$ cat src/rtl/core/assert_macros.svh
// Assertion macros shared by the header parser RTL.
// Included by files that carry concurrent checks; needs clk and rst in scope.
`ifndef ASSERT_MACROS_SVH
`define ASSERT_MACROS_SVH

// property checked on every rising clk, idle during reset
`define ETHIP_ASSERT(name, prop, msg) \
  name: assert property (@(posedge clk) disable iff (rst) prop) else $error(msg);

// condition that must never be true
`define ETHIP_NEVER(name, cond, msg) \
  `ETHIP_ASSERT(name, !(cond), msg)

`endif

$ cat src/rtl/core/ethip_pkg.sv
// Package for the Ethernet/IP/L4 header parser: constants, status codes,
// the op passed from classifier to capture stage, and the result record.
package ethip_pkg;

  localparam logic [15:0] ETYPE_IPV4   = 16'h0800;
  localparam logic [15:0] ETYPE_IPV6   = 16'h86DD;
  localparam logic [7:0]  PROTO_TCP    = 8'd6;
  localparam logic [7:0]  PROTO_UDP    = 8'd17;
  localparam logic [3:0]  IHL_MASK     = 4'hF;

  localparam logic [6:0]  ETH_HDR_LEN  = 7'd14;
  localparam logic [6:0]  POS_MAX      = 7'd127;
  localparam logic [6:0]  V4_IHL_POS   = 7'd14;
  localparam logic [6:0]  V4_PROTO_POS = 7'd23;
  localparam logic [6:0]  V4_SA_FIRST  = 7'd26;
  localparam logic [6:0]  V4_SA_LAST   = 7'd29;
  localparam logic [6:0]  V4_DA_FIRST  = 7'd30;
  localparam logic [6:0]  V4_DA_LAST   = 7'd33;
  localparam logic [6:0]  V4_ADDR_END  = 7'd34;
  localparam logic [6:0]  V6_NH_POS    = 7'd20;
  localparam logic [6:0]  V6_SAH_FIRST = 7'd22;
  localparam logic [6:0]  V6_SAH_LAST  = 7'd29;
  localparam logic [6:0]  V6_SAL_FIRST = 7'd30;
  localparam logic [6:0]  V6_SAL_LAST  = 7'd37;
  localparam logic [6:0]  V6_DAH_FIRST = 7'd38;
  localparam logic [6:0]  V6_DAH_LAST  = 7'd45;
  localparam logic [6:0]  V6_DAL_FIRST = 7'd46;
  localparam logic [6:0]  V6_DAL_LAST  = 7'd53;
  localparam logic [6:0]  V6_ADDR_END  = 7'd54;
  localparam logic [6:0]  V6_L4_START  = 7'd54;
  localparam logic [5:0]  V6_HDR_BYTES = 6'd40;
  localparam logic [6:0]  PORT_BYTES   = 7'd4;

  localparam int QDEPTH = 2;
  localparam int QAW    = (QDEPTH > 1) ? $clog2(QDEPTH) : 1;
  localparam int QCW    = $clog2(QDEPTH + 1);

  typedef enum logic [1:0] {
    ST_UNKNOWN = 2'd0,
    ST_IP      = 2'd1,
    ST_IP_L4   = 2'd2,
    ST_TRUNC   = 2'd3
  } status_t;

  typedef struct packed {
    logic dmac;
    logic smac;
    logic etype;
    logic proto;
    logic sa_hi;
    logic sa_lo;
    logic da_hi;
    logic da_lo;
    logic sport;
    logic dport;
  } cap_t;

  typedef struct packed {
    logic [7:0] data;
    logic       last;
    cap_t       cap;
    logic       v4;
    logic       v6;
    logic [5:0] hdr_bytes;
    status_t    status;
  } op_t;

  typedef struct packed {
    logic [47:0] dst_mac;
    logic [47:0] src_mac;
    logic [15:0] ether_type;
    logic [5:0]  ip_header_bytes;
    logic [7:0]  protocol;
    logic [63:0] src_ip_hi;
    logic [63:0] src_ip_lo;
    logic [63:0] dst_ip_hi;
    logic [63:0] dst_ip_lo;
    logic [15:0] l4_sport;
    logic [15:0] l4_dport;
    status_t     status;
  } result_t;

endpackage

$ cat src/rtl/core/ethip_front.sv
// Classifier: tracks byte position, EtherType, IHL and protocol, and tags
// each byte with the fields it feeds; computes status on the last byte.
// Depends on ethip_pkg.
module ethip_front
  import ethip_pkg::*;
(
  input  logic       clk,
  input  logic       rst,
  input  logic       in_valid,
  input  logic [7:0] in_data,
  input  logic       in_last,
  input  logic       q_ready,
  output logic       q_valid,
  output op_t        q_op
);

  logic [6:0]  pos, pos_next;
  logic [15:0] etype, etype_next;
  logic [3:0]  ihl, ihl_next;
  logic [7:0]  proto, proto_next;
  logic        acc;
  logic        is_v4, is_v6, v4n, v6n, l4n;
  logic        in_l3;
  logic [6:0]  l4_start, port_end, addr_end;
  logic [5:0]  hdr;
  cap_t        cap;
  status_t     status;

  assign acc     = in_valid && q_ready;
  assign q_valid = in_valid;
  assign is_v4   = (etype == ETYPE_IPV4);
  assign is_v6   = (etype == ETYPE_IPV6);

  always_comb begin
    cap        = '0;
    etype_next = etype;
    ihl_next   = ihl;
    proto_next = proto;
    in_l3      = 1'b0;
    l4_start   = V6_L4_START;
    if (pos < 7'd6) begin
      cap.dmac = 1'b1;
    end else if (pos < 7'd12) begin
      cap.smac = 1'b1;
    end else if (pos < ETH_HDR_LEN) begin
      cap.etype  = 1'b1;
      etype_next = {etype[7:0], in_data};
    end else if (is_v4) begin
      in_l3 = 1'b1;
      if (pos == V4_IHL_POS) ihl_next = in_data[3:0] & IHL_MASK;
      if (pos == V4_PROTO_POS) begin
        cap.proto  = 1'b1;
        proto_next = in_data;
      end
      cap.sa_lo = (pos >= V4_SA_FIRST) && (pos <= V4_SA_LAST);
      cap.da_lo = (pos >= V4_DA_FIRST) && (pos <= V4_DA_LAST);
      l4_start  = ETH_HDR_LEN + {1'b0, ihl_next, 2'b00};
    end else if (is_v6) begin
      in_l3 = 1'b1;
      if (pos == V6_NH_POS) begin
        cap.proto  = 1'b1;
        proto_next = in_data;
      end
      cap.sa_hi = (pos >= V6_SAH_FIRST) && (pos <= V6_SAH_LAST);
      cap.sa_lo = (pos >= V6_SAL_FIRST) && (pos <= V6_SAL_LAST);
      cap.da_hi = (pos >= V6_DAH_FIRST) && (pos <= V6_DAH_LAST);
      cap.da_lo = (pos >= V6_DAL_FIRST) && (pos <= V6_DAL_LAST);
    end
    if (in_l3) begin
      if ((pos >= l4_start) && (pos < l4_start + 7'd2)) begin
        cap.sport = 1'b1;
      end else if ((pos >= l4_start + 7'd2) && (pos < l4_start + PORT_BYTES)) begin
        cap.dport = 1'b1;
      end
    end

    pos_next = (pos == POS_MAX) ? POS_MAX : pos + 7'd1;

    // end-of-frame classification uses the values after this byte
    v4n      = (etype_next == ETYPE_IPV4);
    v6n      = (etype_next == ETYPE_IPV6);
    l4n      = (v4n || v6n) && ((proto_next == PROTO_TCP) || (proto_next == PROTO_UDP));
    hdr      = v4n ? {ihl_next, 2'b00} : (v6n ? V6_HDR_BYTES : 6'd0);
    addr_end = v4n ? V4_ADDR_END : V6_ADDR_END;
    port_end = ETH_HDR_LEN + {1'b0, hdr} + PORT_BYTES;
    priority if (pos_next < ETH_HDR_LEN) status = ST_TRUNC;
    else if (!(v4n || v6n))              status = ST_UNKNOWN;
    else if (pos_next < addr_end)        status = ST_TRUNC;
    else if (!l4n)                       status = ST_IP;
    else if (pos_next < port_end)        status = ST_TRUNC;
    else                                 status = ST_IP_L4;

    q_op.data      = in_data;
    q_op.last      = in_last;
    q_op.cap       = cap;
    q_op.v4        = v4n;
    q_op.v6        = v6n;
    q_op.hdr_bytes = hdr;
    q_op.status    = status;
  end

  always_ff @(posedge clk) begin
    if (rst) begin
      pos   <= '0;
      etype <= '0;
      ihl   <= '0;
      proto <= '0;
    end else if (acc) begin
      if (in_last) begin
        pos   <= '0;
        etype <= '0;
        ihl   <= '0;
        proto <= '0;
      end else begin
        pos   <= pos_next;
        etype <= etype_next;
        ihl   <= ihl_next;
        proto <= proto_next;
      end
    end
  end

`include "assert_macros.svh"
  `ETHIP_ASSERT(a_frame_restart, (acc && in_last) |=> (pos == '0), "position not cleared")
  `ETHIP_NEVER(a_port_overlap, (q_valid && cap.sport && cap.dport), "both port fields tagged")

endmodule

$ cat src/rtl/core/ethip_fifo.sv
// Short op queue between classifier and capture stage.
// Depends on ethip_pkg.
module ethip_fifo
  import ethip_pkg::*;
(
  input  logic clk,
  input  logic rst,
  input  logic in_valid,
  output logic in_ready,
  input  op_t  in_op,
  output logic out_valid,
  input  logic out_ready,
  output op_t  out_op
);

  op_t            mem [QDEPTH];
  logic [QAW-1:0] wr_ptr, rd_ptr;
  logic [QCW-1:0] count;
  logic           push, pop;

  assign in_ready  = (count != QCW'(QDEPTH));
  assign out_valid = (count != '0);
  assign push      = in_valid && in_ready;
  assign pop       = out_valid && out_ready;
  assign out_op    = mem[rd_ptr];

  always_ff @(posedge clk) begin
    if (push) mem[wr_ptr] <= in_op;
  end

  always_ff @(posedge clk) begin
    if (rst) begin
      wr_ptr <= '0;
      rd_ptr <= '0;
      count  <= '0;
    end else begin
      if (push) wr_ptr <= (wr_ptr == QAW'(QDEPTH - 1)) ? '0 : wr_ptr + 1'b1;
      if (pop)  rd_ptr <= (rd_ptr == QAW'(QDEPTH - 1)) ? '0 : rd_ptr + 1'b1;
      if (push && !pop)      count <= count + 1'b1;
      else if (pop && !push) count <= count - 1'b1;
    end
  end

`include "assert_macros.svh"
  `ETHIP_ASSERT(a_count_bound, (count <= QCW'(QDEPTH)), "queue count over depth")

endmodule

$ cat src/rtl/core/ethip_back.sv
// Capture stage: shifts tagged bytes into the held fields and loads the
// output register on the last byte of a frame. Depends on ethip_pkg.
module ethip_back
  import ethip_pkg::*;
(
  input  logic    clk,
  input  logic    rst,
  input  logic    op_valid,
  output logic    op_ready,
  input  op_t     op,
  output logic    res_valid,
  input  logic    res_ready,
  output result_t res
);

  logic [47:0] dmac, dmac_n, smac, smac_n;
  logic [15:0] etype, etype_n;
  logic [7:0]  proto, proto_n;
  logic [63:0] sa_hi, sa_hi_n, sa_lo, sa_lo_n, da_hi, da_hi_n, da_lo, da_lo_n;
  logic [15:0] sport, sport_n, dport, dport_n;
  logic        pop, ip, l4ok;
  result_t     res_n;

  // only a last byte needs the output register free
  assign op_ready = !res_valid || res_ready || !op.last;
  assign pop      = op_valid && op_ready;

  always_comb begin
    dmac_n  = op.cap.dmac  ? {dmac[39:0], op.data}  : dmac;
    smac_n  = op.cap.smac  ? {smac[39:0], op.data}  : smac;
    etype_n = op.cap.etype ? {etype[7:0], op.data}  : etype;
    proto_n = op.cap.proto ? op.data                : proto;
    sa_hi_n = op.cap.sa_hi ? {sa_hi[55:0], op.data} : sa_hi;
    sa_lo_n = op.cap.sa_lo ? {sa_lo[55:0], op.data} : sa_lo;
    da_hi_n = op.cap.da_hi ? {da_hi[55:0], op.data} : da_hi;
    da_lo_n = op.cap.da_lo ? {da_lo[55:0], op.data} : da_lo;
    sport_n = op.cap.sport ? {sport[7:0], op.data}  : sport;
    dport_n = op.cap.dport ? {dport[7:0], op.data}  : dport;

    ip   = op.v4 || op.v6;
    l4ok = (op.status == ST_IP_L4);
    res_n.dst_mac         = dmac_n;
    res_n.src_mac         = smac_n;
    res_n.ether_type      = etype_n;
    res_n.ip_header_bytes = op.hdr_bytes;
    res_n.protocol        = ip ? proto_n : '0;
    res_n.src_ip_hi       = op.v6 ? sa_hi_n : '0;
    res_n.src_ip_lo       = ip ? sa_lo_n : '0;
    res_n.dst_ip_hi       = op.v6 ? da_hi_n : '0;
    res_n.dst_ip_lo       = ip ? da_lo_n : '0;
    res_n.l4_sport        = l4ok ? sport_n : '0;
    res_n.l4_dport        = l4ok ? dport_n : '0;
    res_n.status          = op.status;
  end

  always_ff @(posedge clk) begin
    if (rst || (pop && op.last)) begin
      dmac  <= '0;
      smac  <= '0;
      etype <= '0;
      proto <= '0;
      sa_hi <= '0;
      sa_lo <= '0;
      da_hi <= '0;
      da_lo <= '0;
      sport <= '0;
      dport <= '0;
    end else if (pop) begin
      dmac  <= dmac_n;
      smac  <= smac_n;
      etype <= etype_n;
      proto <= proto_n;
      sa_hi <= sa_hi_n;
      sa_lo <= sa_lo_n;
      da_hi <= da_hi_n;
      da_lo <= da_lo_n;
      sport <= sport_n;
      dport <= dport_n;
    end
  end

  always_ff @(posedge clk) begin
    if (rst) begin
      res_valid <= 1'b0;
    end else if (pop && op.last) begin
      res_valid <= 1'b1;
    end else if (res_ready) begin
      res_valid <= 1'b0;
    end
  end

  always_ff @(posedge clk) begin
    if (pop && op.last) res <= res_n;
  end

`include "assert_macros.svh"
  `ETHIP_ASSERT(a_res_source, $rose(res_valid) |-> $past(pop && op.last), "result without last byte")

endmodule

$ cat src/rtl/core/ethernet_ip_l4_header_parser.sv
// Top level of the Ethernet/IPv4/IPv6/TCP-UDP header parser.
// Depends on ethip_pkg, ethip_front, ethip_fifo, ethip_back.
//
//  channel  dir  tdata                   tuser    tlast
//  s_*      in   data_byte (8)           -        last_byte
//  m_*      out  header fields (416)     status   -
//
// One byte per cycle while s_tready is high. The classifier tags each byte as
// it is accepted; the capture stage, behind a two-entry op queue, takes one
// byte per cycle unless a last byte waits for the registered m_tvalid to clear.
// Reset clears position, held fields, queue and output valid; no clearing pass.
// While a result is not taken, bytes keep flowing until the next last byte reaches
// the capture stage; the queue then fills and s_tready drops.
module ethernet_ip_l4_header_parser
  import ethip_pkg::*;
(
  input  logic         clk,
  input  logic         rst,
  input  logic         s_tvalid,
  output logic         s_tready,
  input  logic [7:0]   s_tdata,   // [7:0] data_byte
  input  logic         s_tlast,
  output logic         m_tvalid,
  input  logic         m_tready,
  // dst_mac[47:0] src_mac[95:48] ether_type[111:96] ip_header_bytes[117:112]
  // protocol[125:118] src_ip_hi[189:126] src_ip_lo[253:190] dst_ip_hi[317:254]
  // dst_ip_lo[381:318] l4_sport[397:382] l4_dport[413:398] zero[415:414]
  output logic [415:0] m_tdata,
  output logic [1:0]   m_tuser    // [1:0] status
);

  logic    f_valid, f_ready, b_valid, b_ready;
  op_t     f_op, b_op;
  result_t res;

  ethip_front u_front (
    .clk      (clk),
    .rst      (rst),
    .in_valid (s_tvalid),
    .in_data  (s_tdata),
    .in_last  (s_tlast),
    .q_ready  (f_ready),
    .q_valid  (f_valid),
    .q_op     (f_op)
  );

  ethip_fifo u_fifo (
    .clk       (clk),
    .rst       (rst),
    .in_valid  (f_valid),
    .in_ready  (f_ready),
    .in_op     (f_op),
    .out_valid (b_valid),
    .out_ready (b_ready),
    .out_op    (b_op)
  );

  ethip_back u_back (
    .clk       (clk),
    .rst       (rst),
    .op_valid  (b_valid),
    .op_ready  (b_ready),
    .op        (b_op),
    .res_valid (m_tvalid),
    .res_ready (m_tready),
    .res       (res)
  );

  assign s_tready = f_ready;
  assign m_tdata  = {2'b00, res.l4_dport, res.l4_sport, res.dst_ip_lo, res.dst_ip_hi,
                     res.src_ip_lo, res.src_ip_hi, res.protocol, res.ip_header_bytes,
                     res.ether_type, res.src_mac, res.dst_mac};
  assign m_tuser  = res.status;

endmodule
$ cat config.mk
export PLATFORM = sky130hd
export DESIGN_NAME = ethernet_ip_l4_header_parser
export DESIGN_NICKNAME = d
export VERILOG_FILES = /design/src/rtl/core/ethip_pkg.sv /design/src/rtl/core/ethip_front.sv /design/src/rtl/core/ethip_fifo.sv /design/src/rtl/core/ethip_back.sv /design/src/rtl/core/ethernet_ip_l4_header_parser.sv
export VERILOG_INCLUDE_DIRS = /design/src /design/src/rtl/core
export SDC_FILE = /design/constraint.sdc
export NUM_CORES = 2
export LEC_CHECK = 0
export CORE_MARGIN = 2
export CORE_UTILIZATION = 50
export CTS_CLUSTER_SIZE = 40
export DETAILED_ROUTE_END_ITERATION = 8
export DONT_BUFFER_PORTS = 1
export PLACE_DENSITY = 0.75
export SKIP_CTS_REPAIR_TIMING = 1
export SLEW_MARGIN = 20
export SYNTH_ARGS = -nofsm -noshare
export SYNTH_HDL_FRONTEND = slang
export SYNTH_SLANG_ARGS = --single-unit
$ cat constraint.sdc
create_clock -name clk -period 52.9 [get_ports clk]
set_clock_uncertainty 0.2 [all_clocks]
set_input_delay 13.225 -clock clk [delete_from_list [all_inputs] [get_ports clk]]
set_output_delay 13.225 -clock clk [all_outputs]
set_load 0.03 [all_outputs]
==> key figures <==
Worst setup path
  • Arrival time at the worst endpoint: 18.14 ns
  • Req. time, crit path: 52.95 ns
  • R2r setup slk: 46.06 ns
  • Critical Path Fanout Max: between 80 and 90
  • CP Launch Type: input port
  • Setup Crit Path Kind: input port to flop
  • Critical path endpoint category: flop

Die
  • Die X-Extent: 274.6 um
  • Die Height: 274.6 um
  • IO Pins: between 400 and 500
  • Total core area: 72710 um^2
  • Die area: about 75000 um^2
  • Row cnt: 99
  • Starting Density: 0.5036

Synth
  • Cell Area, Synth: 36620 um^2
  • Synth warn: 0
  • Distinct cell type count after synthesis: 63
  • Main area contributors after synthesis: edfxtp_1 38%, dfxtp_1 25%, nand2_1 13%
  • Count leader, synth: nand2_1
  • Share of the synthesized area in the top cell type: 0.3838
  • Most frequent cells after synthesis: 1301 x nand2_1, 553 x a21oi_1, 468 x edfxtp_1
  • Async set or reset register ratio after synthesis: 0
  • Top FF cell, synth: edfxtp_1
  • Syn_area_per_cell: 9.435 um^2
  • Post-synth EDFFs: 468
  • Sequential fraction of the synthesis area: 0.6292
  • Largest area contributor in the netlist: edfxtp_1
  • Seq cells post-synth: 917
  • Post-Syn Instances: 3881

Route
  • Routed len/inst: a little under 20 um
  • First-pass DRT Iterations: 6
  • WL final: roughly 94000 um
  • Via Count: 26.90k
  • Post-route DRC: 0
  • Routed Antenna Nets: 0
  • Initial drt markers: about 3.1k
  • Vias per Instance: approximately 5.6

STA
  • Hold Slack: approximately 0.25 ns
  • Max-slew headroom: 0.2508
  • Tcrit/Tclk final: 0.3421
  • Fin crit period: 18.10 ns
  • Final Slew Violations: 0
  • Setup ws final: ~35 ns
  • Fmax: ~55 MHz
  • # setup viols final: 0
  • Hold Fails Final Rpt: 0
  • Worst Tran Pin Value: 1.092 ns
  • Fin Setup TNS: 0 ns
  • RSZ-0062 raised after global routing: no

CTS
  • CTS tree: built
  • Clock-pin slew on the worst setup and hold paths: roughly 0.060 ns
  • CTS root buf: clkbuf_16
  • CTS Sinks: 917
  • Max Root-Sink Buffers: 3
  • Clock buffer count from CTS: 91
  • Skew-Pair Late Insertion Delay: 0.63 ns
  • H-tree Lvls: 3

Global route
  • Vias in the first global route: 24.37k
  • Grt met3 use: 0.04940
  • Met1 track demand over resource: 0.3201
  • Pin count of the biggest net entering global routing: between 200 and 250
  • Grt ovf: 0
  • Gr usage total: 0.2395
  • First-pass GRT wire length: 142300 um
  • Initial antenna violation count: 1
  • Met2 Resource Use GR: 0.3796
  • Grt peak-use layer: met2

Layout
  • # diodes: 0
  • Share of layout cells above drive strength 1: 0.06086
  • Area grow syn2layout: 9.844%
  • # nets final: 3773
  • Fin area: between 40000 and 50000 um^2

Power
  • Total leakage power: 0.01315 uW
  • Worst IR Drop VDD: about 52 uV
  • Pwr/cell area: between 50 and 60 nW/um^2

Worst hold path
  • Tightest Hold Check Type: flop to flop

Outcome
  • Outcome: complete, no violations

Placed design
  • DP Area: approximately 37000 um^2
  • Pre-CTS setup slack: 34.05 ns
  • Routability cong.: 0.8798
  • Port Buffers: 0
  • Hpwl dp: 56460 um

Job
  • Max Cap Violations: 0
[cell type report]
type                            count  area (um^2)
Timing Repair Buffer               37        342.8
Fill cell                        6044        32490
Inverter                           18        70.07
Clock buffer                      139         2649
Tap cell                          959         1200
Sequential cell                   917        23050
Multi-Input combinational cell   2669        12570
Clock inverter                     32        350.3
[metal layers]
metal / vias up / routed length, um / part of all wire
li1: 12852 / - / -
met1: 12822 / 38950 / 0.41
met2: 1036 / 44270 / 0.47
met3: 188 / 7022 / 0.075
met4: 2 / 3790 / 0.040
met5: - / 13 / 0.00014
[metrics by stage]
stage | util | cells | total power (uW)
final | 0.5532 | 4771 | 2411
after global routing | 0.5532 | 4771 | 2521
after CTS | 0.5526 | 4770 | 2424
after detailed placement | 0.5114 | 4599 | 1782
after global placement | 0.5110 | 4598 | 1765
after floorplan | - | 3884 | 1668
[state kept, by name, indices dropped and copies added, names as in the netlist, 7 cells and up, named ones only]
register,count
u_front.etype,16
u_back.sa_hi,64
u_fifo.mem,54
u_back.sa_lo,64
u_back.etype,16
u_back.proto,8
u_back.dmac,48
u_back.da_hi,64
u_back.smac,48
u_front.pos,7
u_back.dport,16
u_back.da_lo,64
u_front.proto,8
u_back.res,414
u_back.sport,16
[cell families (layout without fill, tap and decap cells)]
logic type / Yosys count / count (layout) / share of synthesized area
AOI/OAI and AO/OA: 742 / 742 / 0.1143
xor gates and xnor gates: 9 / 9 / 0.002153
adders and majority gates: 26 / 26 / 0.008884
buffers and inverters: 298 / 226 / 0.03492
DFF: 917 / 917 / 0.6292
muxes: 41 / 41 / 0.01179
other: 1 / 4 / 0.0001024
and+or+nand+nor: 1847 / 1847 / 0.1986
[path summary, 6_finish.rpt]
path	from	cells past startpoint	end
worst min-delay path	u_back.dport[15]	2	u_back.dport[15]
worst max register to register	flop	7	u_back.res[40]
worst max-delay path	m_tready	7	u_back.res[40]
worst min register to register	u_back.dport[15]	2	u_back.dport[15]
[placed cells by master (no fill, tap or decap), types with 7 or more instances in the layout]
cell and n:
a211oi_1 114, o21ai_0 11, edfxtp_1 468, nor3_1 101, mux2i_1 9, nand3_1 8, dfxtp_1 448, xnor2_1 7
buf_4 33, clkbuf_1 30, mux2i_4 15, a21oi_1 553, nand4_1 7, inv_1 17, nor4_1 8, nand2b_1 7
nor2_1 371, clkinv_2 14, a22oi_1 32, clkbuf_8 17, ha_1 26, nand2_1 1298, mux2_2 17, clkbuf_16 92
[critical path, stage by stage]
cell      delay [ns]
nand2b_1        0.13
o22a_4          0.62
inv_4           0.49
nor2_4          0.92
buf_4           0.79
buf_4           0.85
buf_4           0.95
[power by group]
part | switching [uW] | leakage (uW) | total, uW | internal, uW
Sequential | 273 | 0.00808 | 1220 | 950
Clock | 273 | 0.00146 | 640 | 367
Combinational | 425 | 0.00360 | 548 | 123
Power figures use the tool's default switching activity.
